**src/hw/rtl/clipped_tilemap_rect_blit_macros.svh**
```systemverilog
// assertion macros for the clipped tilemap rectangle blit
// no dependencies; included by the modules that carry assertions
`ifndef CLIPPED_TILEMAP_RECT_BLIT_MACROS_SVH
`define CLIPPED_TILEMAP_RECT_BLIT_MACROS_SVH

`ifndef SYNTH

// property checked while reset is released
`define CTRB_ASSERT(lbl, clk, rst_n, prop, msg) \
    lbl: assert property (@(posedge clk) disable iff (!(rst_n)) (prop)) else $error(msg);

// property checked at every edge, reset included
`define CTRB_ASSERT_NR(lbl, clk, prop, msg) \
    lbl: assert property (@(posedge clk) (prop)) else $error(msg);

`else

`define CTRB_ASSERT(lbl, clk, rst_n, prop, msg)
`define CTRB_ASSERT_NR(lbl, clk, prop, msg)

`endif

`endif

```
**src/hw/rtl/ctrb_pkg.sv**
```systemverilog
// shared types and constants for the clipped tilemap rectangle blit
// no dependencies
package ctrb_pkg;

    localparam int MAP_SIDE_DEF = 32;
    localparam int DIM_W        = 8;   // width/height minus one, counters
    localparam int COORD_W      = 16;  // signed placement
    localparam int DATA_W       = 16;  // tile entries
    localparam int ADDR_W       = 10;  // write address
    localparam int POS_W        = 18;  // placement plus counter, no overflow

    typedef enum logic {
        OP_HEADER = 1'b0,
        OP_ENTRY  = 1'b1
    } t_op;

    // rectangle state as seen by the clip stage
    typedef struct packed {
        logic                      have_hdr;
        logic [DIM_W-1:0]          col_cnt;
        logic [DIM_W-1:0]          row_left;  // height minus one minus row count
        logic signed [COORD_W-1:0] org_x;
        logic signed [COORD_W-1:0] org_y;
        logic [DATA_W-1:0]         offset;
    } t_walk;

    typedef struct packed {
        logic              hit;
        logic [ADDR_W-1:0] addr;
        logic [DATA_W-1:0] data;
    } t_res;

endpackage

```
**src/hw/rtl/ctrb_walk.sv**
```systemverilog
// header registers and source position counters of the blit
// depends on ctrb_pkg
module ctrb_walk (
    input  logic                               i_clk,
    input  logic                               i_rst_n,
    input  logic                               i_step,
    input  ctrb_pkg::t_op                      i_op,
    input  logic [ctrb_pkg::DIM_W-1:0]         i_width_minus_one,
    input  logic [ctrb_pkg::DIM_W-1:0]         i_height_minus_one,
    input  logic signed [ctrb_pkg::COORD_W-1:0] i_pos_x,
    input  logic signed [ctrb_pkg::COORD_W-1:0] i_pos_y,
    input  logic [ctrb_pkg::DATA_W-1:0]        i_tile_offset,
    output ctrb_pkg::t_walk                    o_walk
);

    logic                               r_have;
    logic [ctrb_pkg::DIM_W-1:0]         r_wm1;
    logic [ctrb_pkg::DIM_W-1:0]         r_hm1;
    logic signed [ctrb_pkg::COORD_W-1:0] r_ox;
    logic signed [ctrb_pkg::COORD_W-1:0] r_oy;
    logic [ctrb_pkg::DATA_W-1:0]        r_off;
    logic [ctrb_pkg::DIM_W-1:0]         r_cc;
    logic [ctrb_pkg::DIM_W-1:0]         r_rc;
    logic [ctrb_pkg::DIM_W-1:0]         n_cc;
    logic [ctrb_pkg::DIM_W-1:0]         n_rc;

    // column then row wrap
    always_comb begin
        n_cc = r_cc;
        n_rc = r_rc;
        if (i_op == ctrb_pkg::OP_HEADER) begin
            n_cc = '0;
            n_rc = '0;
        end else if (r_have) begin
            if (r_cc == r_wm1) begin
                n_cc = '0;
                n_rc = (r_rc == r_hm1) ? '0 : r_rc + 1'b1;
            end else begin
                n_cc = r_cc + 1'b1;
            end
        end
    end

    always_ff @(posedge i_clk) begin
        if (!i_rst_n) begin
            r_have <= 1'b0;
            r_cc   <= '0;
            r_rc   <= '0;
        end else if (i_step) begin
            r_cc <= n_cc;
            r_rc <= n_rc;
            if (i_op == ctrb_pkg::OP_HEADER) begin
                r_have <= 1'b1;
            end
        end
    end

    always_ff @(posedge i_clk) begin
        if (i_step && i_op == ctrb_pkg::OP_HEADER) begin
            r_wm1 <= i_width_minus_one;
            r_hm1 <= i_height_minus_one;
            r_ox  <= i_pos_x;
            r_oy  <= i_pos_y;
            r_off <= i_tile_offset;
        end
    end

    assign o_walk.have_hdr = r_have;
    assign o_walk.col_cnt  = r_cc;
    assign o_walk.row_left = r_hm1 - r_rc;
    assign o_walk.org_x    = r_ox;
    assign o_walk.org_y    = r_oy;
    assign o_walk.offset   = r_off;

endmodule

```
**src/hw/rtl/ctrb_clip.sv**
```systemverilog
// map position, edge clipping and write word of one tile entry
// depends on ctrb_pkg
module ctrb_clip #(
    parameter int MAP_SIDE = ctrb_pkg::MAP_SIDE_DEF
) (
    input  ctrb_pkg::t_op               i_op,
    input  ctrb_pkg::t_walk             i_walk,
    input  logic [ctrb_pkg::DATA_W-1:0] i_entry_value,
    output ctrb_pkg::t_res              o_res
);

    localparam int PW = ctrb_pkg::POS_W;

    logic signed [PW-1:0] col;
    logic signed [PW-1:0] row;
    logic signed [PW-1:0] side;
    logic [PW-1:0]        addr_full;
    logic                 col_in;
    logic                 row_in;

    assign side = $signed(PW'(MAP_SIDE));
    assign col  = PW'(i_walk.org_x) + $signed(PW'(i_walk.col_cnt));
    assign row  = PW'(i_walk.org_y) + $signed(PW'(i_walk.row_left));

    assign col_in = (col >= 0) && (col < side);
    assign row_in = (row >= 0) && (row < side);

    // row below side, so the product stays small
    assign addr_full = $unsigned(row) * $unsigned(side) + $unsigned(col);

    assign o_res.hit  = (i_op == ctrb_pkg::OP_ENTRY) && i_walk.have_hdr && col_in && row_in;
    assign o_res.addr = addr_full[ctrb_pkg::ADDR_W-1:0];
    assign o_res.data = i_entry_value + i_walk.offset;

endmodule

```
**src/hw/rtl/clipped_tilemap_rect_blit.sv**
```systemverilog
// top level of the clipped tilemap rectangle blit: input register, walk state,
// clip logic and result register; depends on ctrb_pkg, ctrb_walk, ctrb_clip
// and clipped_tilemap_rect_blit_macros.svh
//
//  channel | signals                        | direction | word
//  --------+--------------------------------+-----------+-----------------------
//  in      | i_in_valid / o_in_stall        | to block  | header or tile entry
//  out     | o_out_valid / i_out_stall      | from block| map write (addr, data)
//
// one word per cycle while the output is not stalled; an accepted word passes the
// input register, then the result register, before its write is visible
// the walk state (header, column and row counters) is updated as a word leaves
// the input register, so words are handled strictly in order
// headers and clipped entries produce no write; a stalled result holds the
// input register, which then stalls the input side
// synchronous active-low reset clears valids, the header flag and counters
`include "clipped_tilemap_rect_blit_macros.svh"

module clipped_tilemap_rect_blit #(
    parameter int MAP_SIDE = ctrb_pkg::MAP_SIDE_DEF
) (
    input  logic                                 i_clk,
    input  logic                                 i_rst_n,
    input  logic                                 i_in_valid,
    output logic                                 o_in_stall,
    input  logic                                 i_operation,
    input  logic [ctrb_pkg::DIM_W-1:0]           i_width_minus_one,
    input  logic [ctrb_pkg::DIM_W-1:0]           i_height_minus_one,
    input  logic signed [ctrb_pkg::COORD_W-1:0]  i_pos_x,
    input  logic signed [ctrb_pkg::COORD_W-1:0]  i_pos_y,
    input  logic [ctrb_pkg::DATA_W-1:0]          i_tile_offset,
    input  logic [ctrb_pkg::DATA_W-1:0]          i_entry_value,
    output logic                                 o_out_valid,
    input  logic                                 i_out_stall,
    output logic [ctrb_pkg::ADDR_W-1:0]          o_write_address,
    output logic [ctrb_pkg::DATA_W-1:0]          o_write_data
);

    // input register
    logic                                r_s1_valid;
    ctrb_pkg::t_op                       r_s1_op;
    logic [ctrb_pkg::DIM_W-1:0]          r_s1_wm1;
    logic [ctrb_pkg::DIM_W-1:0]          r_s1_hm1;
    logic signed [ctrb_pkg::COORD_W-1:0] r_s1_px;
    logic signed [ctrb_pkg::COORD_W-1:0] r_s1_py;
    logic [ctrb_pkg::DATA_W-1:0]         r_s1_off;
    logic [ctrb_pkg::DATA_W-1:0]         r_s1_entry;

    // result register
    logic                                r_out_valid;
    logic [ctrb_pkg::ADDR_W-1:0]         r_out_addr;
    logic [ctrb_pkg::DATA_W-1:0]         r_out_data;

    logic            in_acc;
    logic            s1_move;
    ctrb_pkg::t_walk walk;
    ctrb_pkg::t_res  res;

    // the input word moves on when the result register is free or being drained
    assign s1_move    = r_s1_valid && (!r_out_valid || !i_out_stall);
    assign o_in_stall = r_s1_valid && !s1_move;
    assign in_acc     = i_in_valid && !o_in_stall;

    always_ff @(posedge i_clk) begin
        if (!i_rst_n) begin
            r_s1_valid <= 1'b0;
        end else if (in_acc) begin
            r_s1_valid <= 1'b1;
        end else if (s1_move) begin
            r_s1_valid <= 1'b0;
        end
    end

    always_ff @(posedge i_clk) begin
        if (in_acc) begin
            r_s1_op    <= ctrb_pkg::t_op'(i_operation);
            r_s1_wm1   <= i_width_minus_one;
            r_s1_hm1   <= i_height_minus_one;
            r_s1_px    <= i_pos_x;
            r_s1_py    <= i_pos_y;
            r_s1_off   <= i_tile_offset;
            r_s1_entry <= i_entry_value;
        end
    end

    // header fields and source position
    ctrb_walk u_walk (
        .i_clk              (i_clk),
        .i_rst_n            (i_rst_n),
        .i_step             (s1_move),
        .i_op               (r_s1_op),
        .i_width_minus_one  (r_s1_wm1),
        .i_height_minus_one (r_s1_hm1),
        .i_pos_x            (r_s1_px),
        .i_pos_y            (r_s1_py),
        .i_tile_offset      (r_s1_off),
        .o_walk             (walk)
    );

    // position on the map, edge test, address and data
    ctrb_clip #(
        .MAP_SIDE (MAP_SIDE)
    ) u_clip (
        .i_op          (r_s1_op),
        .i_walk        (walk),
        .i_entry_value (r_s1_entry),
        .o_res         (res)
    );

    // only entries that land on the map fill the result register
    always_ff @(posedge i_clk) begin
        if (!i_rst_n) begin
            r_out_valid <= 1'b0;
        end else if (s1_move) begin
            r_out_valid <= res.hit;
        end else if (!i_out_stall) begin
            r_out_valid <= 1'b0;
        end
    end

    always_ff @(posedge i_clk) begin
        if (s1_move && res.hit) begin
            r_out_addr <= res.addr;
            r_out_data <= res.data;
        end
    end

    assign o_out_valid     = r_out_valid;
    assign o_write_address = r_out_addr;
    assign o_write_data    = r_out_data;

    // reset empties the result register
    `CTRB_ASSERT_NR(a_rst_out_empty, i_clk, !i_rst_n |=> !o_out_valid, "result valid after reset")
    // a header never produces a write
    `CTRB_ASSERT(a_hdr_no_write, i_clk, i_rst_n, s1_move && r_s1_op == ctrb_pkg::OP_HEADER |=> !o_out_valid, "header produced a write")
    // entries before the first header are dropped
    `CTRB_ASSERT(a_no_hdr_drop, i_clk, i_rst_n, s1_move && !walk.have_hdr |=> !o_out_valid, "entry written before any header")
    // input side stalls only behind a held word
    `CTRB_ASSERT(a_stall_cause, i_clk, i_rst_n, o_in_stall |-> r_s1_valid && r_out_valid && i_out_stall, "input stall without a held result")

endmodule

```
**config.mk**
```make
export PLATFORM = sky130hd
export DESIGN_NAME = clipped_tilemap_rect_blit
export DESIGN_NICKNAME = d
export VERILOG_FILES = /design/src/hw/rtl/ctrb_pkg.sv /design/src/hw/rtl/ctrb_walk.sv /design/src/hw/rtl/ctrb_clip.sv /design/src/hw/rtl/clipped_tilemap_rect_blit.sv
export VERILOG_INCLUDE_DIRS = /design/src /design/src/hw/rtl
export SDC_FILE = /design/constraint.sdc
export NUM_CORES = 1
export LEC_CHECK = 0
export ABC_AREA = 1
export BUFFER_PORTS_ARGS = -buffer_cell sky130_fd_sc_hd__clkbuf_2
export CORE_MARGIN = 3
export CORE_UTILIZATION = 58
export DETAILED_ROUTE_END_ITERATION = 8
export PLACE_DENSITY = 0.89
export SLEW_MARGIN = 20
export SYNTH_ARGS = -nofsm -noshare
export SYNTH_HDL_FRONTEND = slang
export SYNTH_SLANG_ARGS = --single-unit
```
**constraint.sdc**
```tcl
create_clock -name i_clk -period 4.87 [get_ports i_clk]
set_input_delay 0.7305 -clock i_clk [delete_from_list [all_inputs] [get_ports i_clk]]
set_output_delay 0.7305 -clock i_clk [all_outputs]
set_load 0.005 [all_outputs]
```
Word level (Yosys, flattened, before mapping)

Index checks and enable logic that the tools add are counted.

Bits in registers: 190
Output and inout bits: 28

$add $sub $neg: 7
Order comparisons: 4
Equal/unequal tests: 5
Muxes and demuxes: 11
Bitwise logic cells: 1
Reductions and logical operators: 19

Operators with widths:

| cell                  | number |
|---|---|
| $mux W8               | 7 |
| $add A16 B9 Y17       | 2 |
| $ge A17 B1 Y1 const B | 2 |
| $lt A17 B7 Y1 const B | 2 |
| $add A16 B16 Y16      | 1 |
| $add A8 B1 Y8 const B | 2 |
| $eq A8 B8 Y1          | 2 |
| $add A10 B10 Y10      | 1 |
| $logic_and A1 B1 Y1   | 10 |
| $sub A8 B8 Y8         | 1 |
| $ne A2 B1 Y1 const B  | 3 |
| $logic_not A1 Y1      | 4 |
| $mux W1               | 4 |
| $reduce_and A2 Y1     | 2 |
| $reduce_and A3 Y1     | 1 |
| $reduce_bool A2 Y1    | 1 |
| $logic_or A1 B1 Y1    | 1 |
| $not A1 Y1            | 1 |

Logic depth before layout (Yosys ltp)

Gate-level depths: netlist of run 1.

Depth after elaboration: 8
Mapped depth: 23
Depth with buffers taken out: 23

By module

From an unflattened synthesis of run 1, not the netlist that was laid out.

Cells, all modules: 831
Area, all modules: 8998.6 um^2

Modules (own cells, without submodules):

| module                    | instances | cells each | area each (um^2) |
|---|---|---|---|
| ctrb_walk                 | 1         | 308        | 3443.3 |
| clipped_tilemap_rect_blit | 1         | 124        | 3319.4 |
| ctrb_clip                 | 1         | 399        | 2235.9 |

Worst setup path before layout of run 1

Ideal clock, no wire load.

Path kind: reg-to-reg
Start point: register u_walk.r_rc[1] (netlist bit)
End point: register r_out_addr (netlist bit o_write_address[0]), enable pin
Library setup time: 0.409 ns
Arrival time: 3.828 ns
Setup slack: 0.633 ns
Stages on the path, launching flop included: 21
Path buffers: 0
Path through: dfxtp_1 -> inv_1 -> ha_1 -> nand2_1 -> o21ai_0 -> a21oi_1 -> o21bai_1 -> a21o_1 -> a21oi_1 -> xor2_1 -> ha_1 -> nand2_1 -> nor2_1 -> nand3_1 -> nand3_1 -> nand2_1 -> nand2_1 -> nand4_1 -> nor2_1 -> nand3_1 -> nor2_1

Longest elaborated chain between the ends: 6
Elaborated cells on any way between the ends: 7

RTL lines:

| element                                               | line                             | text |
|---|---|---|
| start, declared                                       | ctrb_walk.sv:23                  | `logic [ctrb_pkg::DIM_W-1:0] r_rc;` |
| start signal, assigned                                | ctrb_walk.sv:51                  | `r_rc <= n_rc;` |
| $sub A8 B8 Y8 (*)                                     | ctrb_walk.sv:70                  | `assign o_walk.row_left = r_hm1 - r_rc;` |
| $add A16 B9 Y17 (*)                                   | ctrb_clip.sv:23                  | `assign row = PW'(i_walk.org_y) + $signed(PW'(i_walk.row_left));` |
| $ge A17 B1 Y1 / $lt A17 B7 Y1 (equally long branches) | ctrb_clip.sv:26                  | `assign row_in = (row >= 0) && (row < side);` |
| $logic_and A1 B1 Y1 (*)                               | ctrb_clip.sv:26                  |  |
| $logic_and A1 B1 Y1 (*)                               | ctrb_clip.sv:31                  | `assign o_res.hit = (i_op == ctrb_pkg::OP_ENTRY) && i_walk.have_hdr && col_in && row_in;` |
| $logic_and A1 B1 Y1 (*)                               | clipped_tilemap_rect_blit.sv:122 | `if (s1_move && res.hit) begin` |
| end signal, assigned                                  | clipped_tilemap_rect_blit.sv:123 | `r_out_addr <= res.addr;` |
| end, declared                                         | clipped_tilemap_rect_blit.sv:51  | `logic [ctrb_pkg::ADDR_W-1:0] r_out_addr;` |

Mark *: on every way between the ends. The rest lies on a longest branch, timed or not.
A chain may end at the register's enable or synchronous reset.

Worst setup path after layout of run 1

Start point: register u_walk.r_rc[1] (netlist bit)
End point: register r_out_data (netlist bit o_write_data[2]), enable pin

Longest elaborated chain between the ends: 6
Elaborated cells on any way between the ends: 7

RTL lines:

| element                                               | line                             | text |
|---|---|---|
| $sub A8 B8 Y8 (*)                                     | ctrb_walk.sv:70                  |  |
| $add A16 B9 Y17 (*)                                   | ctrb_clip.sv:23                  |  |
| $ge A17 B1 Y1 / $lt A17 B7 Y1 (equally long branches) | ctrb_clip.sv:26                  |  |
| $logic_and A1 B1 Y1 (*)                               | ctrb_clip.sv:26                  |  |
| $logic_and A1 B1 Y1 (*)                               | ctrb_clip.sv:31                  |  |
| $logic_and A1 B1 Y1 (*)                               | clipped_tilemap_rect_blit.sv:122 |  |
| end signal, assigned                                  | clipped_tilemap_rect_blit.sv:124 | `r_out_data <= res.data;` |
| end, declared                                         | clipped_tilemap_rect_blit.sv:52  | `logic [ctrb_pkg::DATA_W-1:0] r_out_data;` |

Marked as above.

==> results.toml, run 1 <==
[run_status]
status = "finished, final reports clean"

[power]
switching_share = 0.2534
pwr_density_cell_nw_per_um2 = 359.8
vdd_drop_max_v = 0.0004502
p_clk_frac = 0.358
switching_power_w = 0.0009319
leakagePower_nw = 4.321
intPower_w = 0.002745
p_comb_frac = 0.115
seqPwrFrac = 0.527

[floorplanning]
die_w_um = 129.4
start_util = 0.6010
chipHeight_um = 129.4
dieArea_sq_um = 16750
fp-row-count = 44
ios = 113
core-area_sq_um = 14700

[setup_path]
cpMostUsedCell = "nand2_1"
ff2ff_path_depth = 21
critPathLaunchType = "flip-flop"
r2r_end = "o_write_data[2]"
endpoint_kind = "flip-flop"
reg2reg_slack_ns = 0.67
setup.worst_path.start = "u_walk.r_rc[1]"
cpPeakStageDelay_ns = 0.43
cpMaxStageDelayCell = "dfxtp_1"
path_cells = "inv_1 -> ha_1 -> nand2_1 -> o21ai_0 -> a21oi_1 -> o21bai_1 -> a21o_1 -> a21oi_1 -> xor2_1 -> ha_1 -> nand2_1 -> nor2_1 -> nand3_1 -> nand3_1 -> nand2_1 -> nand2_1 -> nand3b_1 -> nor2_1 -> nand3_1 -> nor2_2 -> buf_4"
path_class = "flip-flop to flip-flop"
required_ns = 4.97
critPathArrivalTime_ns = 4.30
crit_fanout = 21
rr_startpoint = "u_walk.r_rc[1]"

[grt]
grt_max_degree = 66
grt_overflow = 0
grt_usage = 0.2083
grt_pass1_vias = 5732
grt_pass1_wl_um = 26770
antenna_found_initial = 0

[sta]
clock.fmax_mhz = 237.9
setup_violations = 0
timing.final.hold_violations = 0
rsz0062_at_grt = "false"
post-route-period-util = 0.8632
fin_crit_ns = 4.204
worst_pin_slew_ns = 0.8671
skew_ns = 0.01653
slew_viol_final = 0
setup_ws_ns = 0.6661
slew_headroom = 0.4219
setup_tns_ns = 0

[synthesis]
synthSimpleGateAreaFrac = 0.1697
ys_warn_count = 0
ys_seq_area_frac = 0.6243
synth_fp_nets = 916
synthXorXnorAreaFrac = 0.04164
synthTopCellsByArea = "edfxtp_1 (58%), nand2_1 (7.1%), ha_1 (6.4%)"
async_flop_share = 0
synth_top_area_frac = 0.5812
avgSynthCellArea_sq_um = 11.31
synthesis.instances = 781
ys_ff_latch = 190
yosys.area_share.adder = 0.07506
synth_top_family_by_area = "simple AND/OR/NAND/NOR gates"
synth_edf_count = 171
syn_area_sq_um = 8835
synth-compound-area-share = 0.04348
yosysTopAreaCell = "edfxtp_1"
synthMuxAreaShare = 0
synth_top_flop_cell = "edfxtp_1"
synthDistinctLibCells = 40

[place]
hpwl_um = 12670
place.gp.congestion = 0.8881
dp_cells = 1079
portBuffers = 112
dpl_worst_slack_ns = 0.7070

[routing]
ant_nets = 0
met3_length_um = 805
dr.pass1.iters = 7
viasPerCell = 5.329
met2_length_um = 8386
wl_met1_um = 7103
vias = 5921
routed.top_layer = "met4"
wl_per_cell_um = 15.15
finalWirelength_um = 16830
drc = 0
drt_iter0_drc = 448

[clocking]
cts_tree = "done"
cts.sinks = 190
cts_resized = 0
cts_buffers = 17
htreeDepth = 4
cts_hold_buf = 0
root_buffer = "clkbuf_16"
postCtsSetupBuffers = 0
clk_latency_ns = 0.43
path_clk_slew_ns = 0.08
clk_path_buf_depth = 2

[min_path]
hold_path.class = "flip-flop to flip-flop"
hold_depth = 0
hold_end = "u_walk.r_oy[5]"
min_from = "r_s1_py[5]"

[finish]
fillers = 1040
drive_gt1_frac = 0.2006
final_util = 0.6954
area_growth_pct = 15.69
antenna_cells = 0
instances_no_fill = 1111
nNetsFinal = 1049

[run]
max-cap-violations = 0
## through the flow
step,area (sq um),power [W],hold slack (ns)
2_1_floorplan,8835,0.002263,0.4003
3_3_place_gp,9644,0.002370,0.4024
3_5_place_dp,9644,0.002393,0.4045
4_1_cts,10220,0.003705,0.4186
5_1_grt,10220,0.003831,0.4235
6_report,10220,0.003677,0.4187
## cells in the mapped netlist, types with 2 or more instances
cell	count
a21o_1	2
a21oi_1	33
a21oi_2	2
dfxtp_1	19
edfxtp_1	171
fa_1	5
ha_1	45
inv_1	101
inv_2	5
nand2_1	166
nand2_2	16
nand3_1	40
nand3_2	3
nand3b_1	14
nand4_1	11
nor2_1	46
nor2_2	4
nor3_1	15
nor3b_1	4
nor3b_2	2
o21a_1	2
o21ai_0	15
o21ai_1	3
xnor2_1	19
xor2_1	23
## layer usage
metal,track usage,vias to the layer above
li1,-,2932
met1,0.2602,2779
met2,0.3497,169
met3,0.04493,41
met4,0.09719,0
met5,0,-
## worst max-delay path by stage
| stage | to | slack (ns) | cells past startpoint |
|---|---|---|---|
| after CTS | o_write_data[2] | 0.67 | 21 |
| final | o_write_data[2] | 0.67 | 21 |
| after floorplan | o_write_address[0] | 0.63 | 20 |
| after global routing | o_write_data[2] | 0.23 | 21 |
| after detailed placement | o_write_data[15] | 0.71 | 21 |
| after global placement | o_write_address[0] | 0.91 | 21 |
## sequential cells by signal, summed over array words and instances (netlist names), 10 cells and up
name / flops
u_walk.r_ox: 16
r_s1_py: 16
r_s1_off: 16
r_s1_entry: 16
u_walk.r_off: 16
o_write_data: 16
r_s1_px: 16
u_walk.r_oy: 16
o_write_address: 10
## kinds of logic after synthesis
kind of cell | count (synthesis)
flip-flops | 190
XOR/XNOR | 42
adder cells (fa/ha/maj) | 50
AO/OA/AOI/OAI | 67
AND/OR/NAND/NOR | 325
buffers and inverters | 107
## cells in the final DEF, fill, tap and decap left out, types with 15 or more instances in the layout
master,netlist,routed
nor2_1,46,45
dfxtp_1,19,19
xor2_1,23,23
clkbuf_2,0,112
xnor2_1,19,19
nand2_2,16,16
a21oi_1,33,33
edfxtp_1,171,171
nand2_1,166,166
o21ai_0,15,15
ha_1,45,45
nand3_1,40,40
clkbuf_16,0,17
inv_1,101,100
nor3_1,15,15
## cell type report
cell class | count | area [sq um] | area share
clock buffers | 17 | 425.4 | 0.04162
clock inverters | 15 | 151.4 | 0.01481
inverters | 106 | 399.1 | 0.03905
multi-input cells | 484 | 2917 | 0.2853
flip-flops and latches | 190 | 5515 | 0.5396
well taps | 184 | 230.2 | 0.02252
repair buffers | 115 | 583.1 | 0.05704
## power by group through the flow
stage / Clock (W) / Sequential, W / Combinational [W]
2_1_floorplan: 0 / 0.00196 / 0.000304
3_3_place_gp: 0 / 0.00197 / 0.000401
3_5_place_dp: 0 / 0.00197 / 0.000419
4_1_cts: 0.00134 / 0.00194 / 0.000423
5_1_grt: 0.00140 / 0.00195 / 0.000481
6_report: 0.00131 / 0.00194 / 0.000425
## worst max-delay path: cells and delay by family (launching register included)
kind	cells	cell delay, ns
xor+xnor	1	0.25
flops	1	0.43
fa+ha+maj	2	0.62
simple gates	11	1.31
buf+inv	2	0.45
compound gates	5	0.82
Power figures use the tool's default switching activity.
==> run 2, diff against run 1 <==
Settings changed: CORE_ASPECT_RATIO set to 1.1.
==> run 2 against run 1 <==
Net effect: non-clock buffer count unchanged; sequential share of layout area shrank 0.059 points; clock skew fell by 0.0081 ns; worst hold slack gained 0.00065 ns; final area is 0.11% higher; worst setup slack better by 0.19 ns; routed wire length hardly changed; core utilization increased by 0.18 points; combinational power down 0.9%; critical path depth unchanged; clock power about the same.
==> results.toml, run 2 (synthesis results as in run 1) <==
[run_status]
status = "finished, final reports clean"

[setup_path]
cpMostUsedCell = "nand2_1"
path_cells = "inv_1 -> ha_1 -> nand2_1 -> o21ai_0 -> a21oi_1 -> o21bai_1 -> a21o_1 -> a21oi_1 -> xor2_1 -> ha_1 -> nand2_1 -> nor2_1 -> nor2_1 -> nand3_1 -> nand2_1 -> nand2_1 -> nand3b_1 -> nor2_1 -> nand3_1 -> nor2_2 -> buf_4"
path_class = "flip-flop to flip-flop"
worstSetupPathDepth = 21
crit_end = "o_write_data[1]"
required_ns = 4.97
path_buf_inv = 2
reg2reg_slack_ns = 0.86
cpPeakStageDelay_ns = 0.41
crit_fanout = 26
critPathArrivalTime_ns = 4.11
cpMaxStageDelayCell = "dfxtp_1"
ff2ff_path_depth = 21
path_delay_family = "simple AND/OR/NAND/NOR gates"
critPathLaunchType = "flip-flop"
rr_startpoint = "u_walk.r_rc[1]"
endpoint_kind = "flip-flop"
setup.worst_path.start = "u_walk.r_rc[1]"
r2r_end = "o_write_data[1]"

[finish]
drive_gt1_frac = 0.1996
regArea_sq_um = 5515
area_growth_pct = 15.82
final_common_cell = "edfxtp_1"
antenna_cells = 0
final_util = 0.6972
final_cell_mix = "edfxtp_1 (171), nand2_1 (166), clkbuf_2 (112)"
multi_input_area_sq_um = 2917
fillers = 1024
nNetsFinal = 1049

[clocking]
cts_buffers = 17
clk_path_buf_depth = 2
path_clk_slew_ns = 0.07
clk_latency_ns = 0.43
root_buffer = "clkbuf_16"
cts_hold_buf = 0
cts.sinks = 190
cts_resized = 0
htreeDepth = 4
cts_tree = "done"
postCtsSetupBuffers = 0

[run]
max-cap-violations = 0

[floorplanning]
core-area_sq_um = 14680
fp-row-count = 46
ios = 113
dieArea_sq_um = 16750
start_util = 0.6020
chipHeight_um = 135.4
die_w_um = 123.7

[grt]
grt_usage = 0.2135
grt_overflow = 0
grt_pass1_vias = 5795
grt_pass1_wl_um = 27390
grt_max_degree = 66
antenna_found_initial = 0

[place]
place.gp.congestion = 0.8729
portBuffers = 112
hpwl_um = 12440
dpl_worst_slack_ns = 0.9735

[routing]
drt_iter0_drc = 437
viasPerCell = 5.243
finalWirelength_um = 16830
vias = 5867
wl_per_cell_um = 15.04
ant_nets = 0
drc = 0
dr.pass1.iters = 5

[sta]
clock.fmax_mhz = 249.4
timing.final.hold_violations = 0
post-route-period-util = 0.8234
slew_viol_final = 0
fin_crit_ns = 4.010
slew_headroom = 0.4190
rsz0062_at_grt = "false"
skew_ns = 0.008469
setup_ws_ns = 0.8599
setup_violations = 0
timing.hold.ws_ns = 0.4194
setup_tns_ns = 0
worst_pin_slew_ns = 0.8715

[power]
vdd_drop_max_v = 0.0002596
leakagePower_nw = 4.327
pwr_density_cell_nw_per_um2 = 360.6

[min_path]
min_from = "r_s1_wm1[7]"
hold_path.class = "flip-flop to flip-flop"
## run 2: cell count changes in the layout (fill, tap and decap cells not counted)
cell        before  now
clkinv_1         1    2
clkinv_2         2    1
clkinv_4         1    3
clkinvlp_4       3    1
## run 2: area by class of cell
class | instances | area share
sequential | 190 | 0.5390
multi-input combinational | 484 | 0.2850
timing repair buffer | 115 | 0.05698
clock buffer | 17 | 0.04158
inverter | 106 | 0.03901
tap | 192 | 0.02348
clock inverter | 15 | 0.01492
## run 2: worst min-delay path by stage
stage	endpoint	slack, ns	cells after the start
after floorplan	u_walk.r_hm1[0]	0.40	0
after global placement	u_walk.r_oy[5]	0.40	0
after detailed placement	u_walk.r_ox[10]	0.40	0
after CTS	u_walk.r_ox[10]	0.42	0
after global routing	u_walk.r_off[5]	0.43	0
final	u_walk.r_wm1[7]	0.42	0
## run 2: worst register-to-register path: cells and delay by family, from the launching register on
| family | cells | cell delay, ns |
|---|---|---|
| compound gates | 5 | 0.82 |
| xor+xnor | 1 | 0.29 |
| fa+ha+maj | 2 | 0.62 |
| buf+inv | 2 | 0.42 |
| flops | 1 | 0.41 |
| simple gates | 11 | 1.12 |
## run 2: power by group
part	internal [W]	switching [W]
combinational	0.000168	0.000253
clock	0.000681	0.000651
sequential	0.00190	0.0000401
## run 2: stage by stage
| stage | total power (W) | std cells | instance area [sq um] |
|---|---|---|---|
| 6_report | 0.003690 | 1119 | 10230 |
| 5_1_grt | 0.003845 | 1119 | 10230 |
| 4_1_cts | 0.003716 | 1119 | 10230 |
| 3_5_place_dp | 0.002391 | 1087 | 9654 |
| 3_3_place_gp | 0.002368 | 1087 | 9654 |
| 2_1_floorplan | 0.002263 | 781 | 8835 |
## run 2: routing by layer
metal,wire [um],up-vias,part of all wire,GRT usage
li1,-,2935,-,-
met1,7068,2704,0.42,0.2683
met2,8393,185,0.50,0.3556
met3,857,43,0.051,0.04344
met4,510,0,0.030,0.09785
met5,0,-,0,0
==> run 3, diff against run 2 <==
Settings changed: ABC_AREA 1 to 0, CORE_UTILIZATION 58 to 57, PLACE_DENSITY 0.89 to 0.88.
Clock period 4.87 ns to 4 ns, I/O delays scaled along.
==> run 3 against run 2 <==
Net effect: the flow now finishes with violations (setup timing); sequential share of layout area up 1.4 points; worst setup slack worse by 0.88 ns; final cell count down 18%.
==> results.toml, run 3 <==
[synthesis]
synth_common_cells = "edfxtp_1 (171), ha_1 (45), xnor2_1 (43)"
synthTopCellsByArea = "edfxtp_1 (62%), ha_1 (6.8%), dfxtp_1 (4.6%)"
synth_top_flop_cell = "edfxtp_1"
syn_area_sq_um = 8240
yosysTopAreaCell = "edfxtp_1"
synthesis.instances = 573
synth_fp_nets = 708
synthDistinctLibCells = 52
avgSynthCellArea_sq_um = 14.38
ys_seq_area_frac = 0.6693
ys_warn_count = 0
async_flop_share = 0
ys_ff_latch = 190
synth_top_area_frac = 0.6231
yosysMostFrequentCell = "edfxtp_1"
synth_edf_count = 171

[grt]
grt_usage = 0.2055
grt_pass1_wl_um = 25400
grt_pass1_vias = 5290
grt_overflow = 0
grt_max_degree = 82
antenna_found_initial = 0

[min_path]
min_from = "i_pos_y[0]"
hold_path.class = "input port to flip-flop"

[sta]
timing.hold.ws_ns = 0.3371
slew_headroom = 0.3211
slew_viol_final = 0
timing.final.hold_violations = 0
setup_violations = 10
rsz0062_at_grt = "true"
post-route-period-util = 1.005
clock.fmax_mhz = 248.8
fin_crit_ns = 4.020
setup_ws_ns = -0.02007
worst_pin_slew_ns = 0.9927
skew_ns = 0.004957

[finish]
final_common_cell = "edfxtp_1"
fillers = 919
drive_gt1_frac = 0.2514
instances_no_fill = 916
multi_input_area_sq_um = 2720
antenna_cells = 0
nNetsFinal = 852
area_growth_pct = 21.04
final_area_sq_um = 9975
final_cell_mix = "edfxtp_1 (171), clkbuf_2 (112), xnor2_1 (43)"
regArea_sq_um = 5519

[setup_path]
crit_fanout = 6
reg2reg_slack_ns = -0.02
ff2ff_path_depth = 18
r2r_end = "o_write_address[2]"
required_ns = 4.16
path_cells = "ha_4 -> nor2b_4 -> o21ai_2 -> a21boi_2 -> o21ai_1 -> nand2b_1 -> a21o_1 -> a21oi_2 -> xor2_2 -> ha_4 -> nor3_2 -> a2111oi_4 -> nand2_1 -> nor4_2 -> o2111ai_2 -> nor4_4 -> buf_4 -> clkbuf_16"
cpPeakStageDelay_ns = 0.43
cpMaxStageDelayCell = "edfxtp_1"
endpoint_kind = "flip-flop"
cpMostUsedCell = "ha_4"
critPathLaunchType = "flip-flop"
crit_end = "o_write_address[2]"
path_class = "flip-flop to flip-flop"
setup.worst_path.start = "u_walk.r_hm1[1]"
critPathArrivalTime_ns = 4.18
rr_startpoint = "u_walk.r_hm1[1]"

[floorplanning]
ios = 113
die_w_um = 120.6
start_util = 0.5901
dieArea_sq_um = 15940
core-area_sq_um = 13960
chipHeight_um = 132.1
fp-row-count = 45

[clocking]
path_clk_slew_ns = 0.07
cts_buffers = 17
clk_path_buf_depth = 2
clk_latency_ns = 0.43
cts_hold_buf = 0
root_buffer = "clkbuf_16"
htreeDepth = 4
cts.sinks = 190
cts_tree = "done"

[place]
dp_cells = 877
hpwl_um = 11000
place.gp.congestion = 0.9415
portBuffers = 112
placedInstanceArea_sq_um = 9106

[routing]
dr.pass1.iters = 5
drt_iter0_drc = 325
ant_nets = 0
drc = 0
viasPerCell = 5.622
finalWirelength_um = 16320
vias = 5150
wl_per_cell_um = 17.82

[run]
max-cap-violations = 0

[run_status]
status = "finished with violations"
violations = "setup timing"

[power]
vdd_drop_max_v = 0.0004128
pwr_density_cell_nw_per_um2 = 443.9
leakagePower_nw = 3.817
## run 3: cell types whose count changed after synthesis, moves of 5 or more
cell      before  now
inv_1        101   34
nand3b_1      14    1
nand2_1      166   19
o21a_1         2    8
nand2b_1       0    7
a21o_1         2    8
xnor2_1       19   43
nand3_1       40   18
xor2_1        23   13
o21bai_1       1    6
nand2_2       16    0
nor2_1        46   35
mux2i_1        0    6
inv_2          5    0
## run 3: critical path, delay by kind of cell, from the launching register on
family | cells | cell delay [ns]
buffers and inverters | 2 | 0.34
flip-flops | 1 | 0.43
XOR/XNOR | 1 | 0.28
AO/OA/AOI/OAI | 7 | 1.23
AND/OR/NAND/NOR | 6 | 1.02
adder cells (fa/ha/maj) | 2 | 0.46
## run 3: logic make-up after synthesis
kind of cell    after synthesis  share of synthesized area
flops                       190                     0.6693
fa+ha+maj                    50                    0.08047
mux                           6                   0.007288
buf+inv                      35                    0.01594
simple gates                127                    0.07926
xor+xnor                     56                    0.05952
compound gates              109                    0.08822
## run 3: area by class of cell
type	count	share of cell area
Sequential cell	190	0.5533
Clock buffer	17	0.04265
Inverter	34	0.01279
Timing Repair Buffer	126	0.07125
Tap cell	188	0.02358
Multi-Input combinational cell	348	0.2727
Clock inverter	13	0.02371
## run 3: worst min path at each step
stage | slack [ns] | endpoint | depth (start not counted)
final | 0.34 | r_s1_py[0] | 1
after global placement | 0.40 | u_walk.r_off[8] | 0
after floorplan | 0.40 | u_walk.r_hm1[0] | 0
after detailed placement | 0.40 | u_walk.r_ox[12] | 0
after global routing | 0.32 | r_s1_off[4] | 1
after CTS | 0.32 | r_s1_entry[11] | 1
## run 3: per-layer routing
layer,part of all wire,global-route usage,vias to the layer above
met5,0,0,-
met4,0.024,0.07431,0
met3,0.057,0.05880,39
met2,0.53,0.3625,182
met1,0.39,0.2383,2483
li1,-,-,2446
## run 3: stage by stage
step	total power, W	utilization	worst slack [ns]	TNS (ns)
floorplan	0.002479	-	-0.09113	-2.369
global placement	0.002555	0.6522	0.2783	0
detailed placement	0.002575	0.6522	0.02525	0
CTS	0.004445	0.6999	0.01248	0
global route	0.004559	0.7143	-0.2586	-6.128
finish	0.004428	0.7143	-0.02007	-0.1031
## run 3: where the power goes
part	switching, W	internal, W	total (W)
clock network	0.000714	0.00117	0.00188
registers	0.0000302	0.00226	0.00229
logic	0.000139	0.000109	0.000248
total	0.000883	0.00354	0.00443
## run 3: timing repair
action,CTS,global route
pin swaps,0,13
setup endpoints to repair,26,27
hold endpoints to repair,0,0
cloned,0,2
resized for setup,2,25
setup buffers,0,7
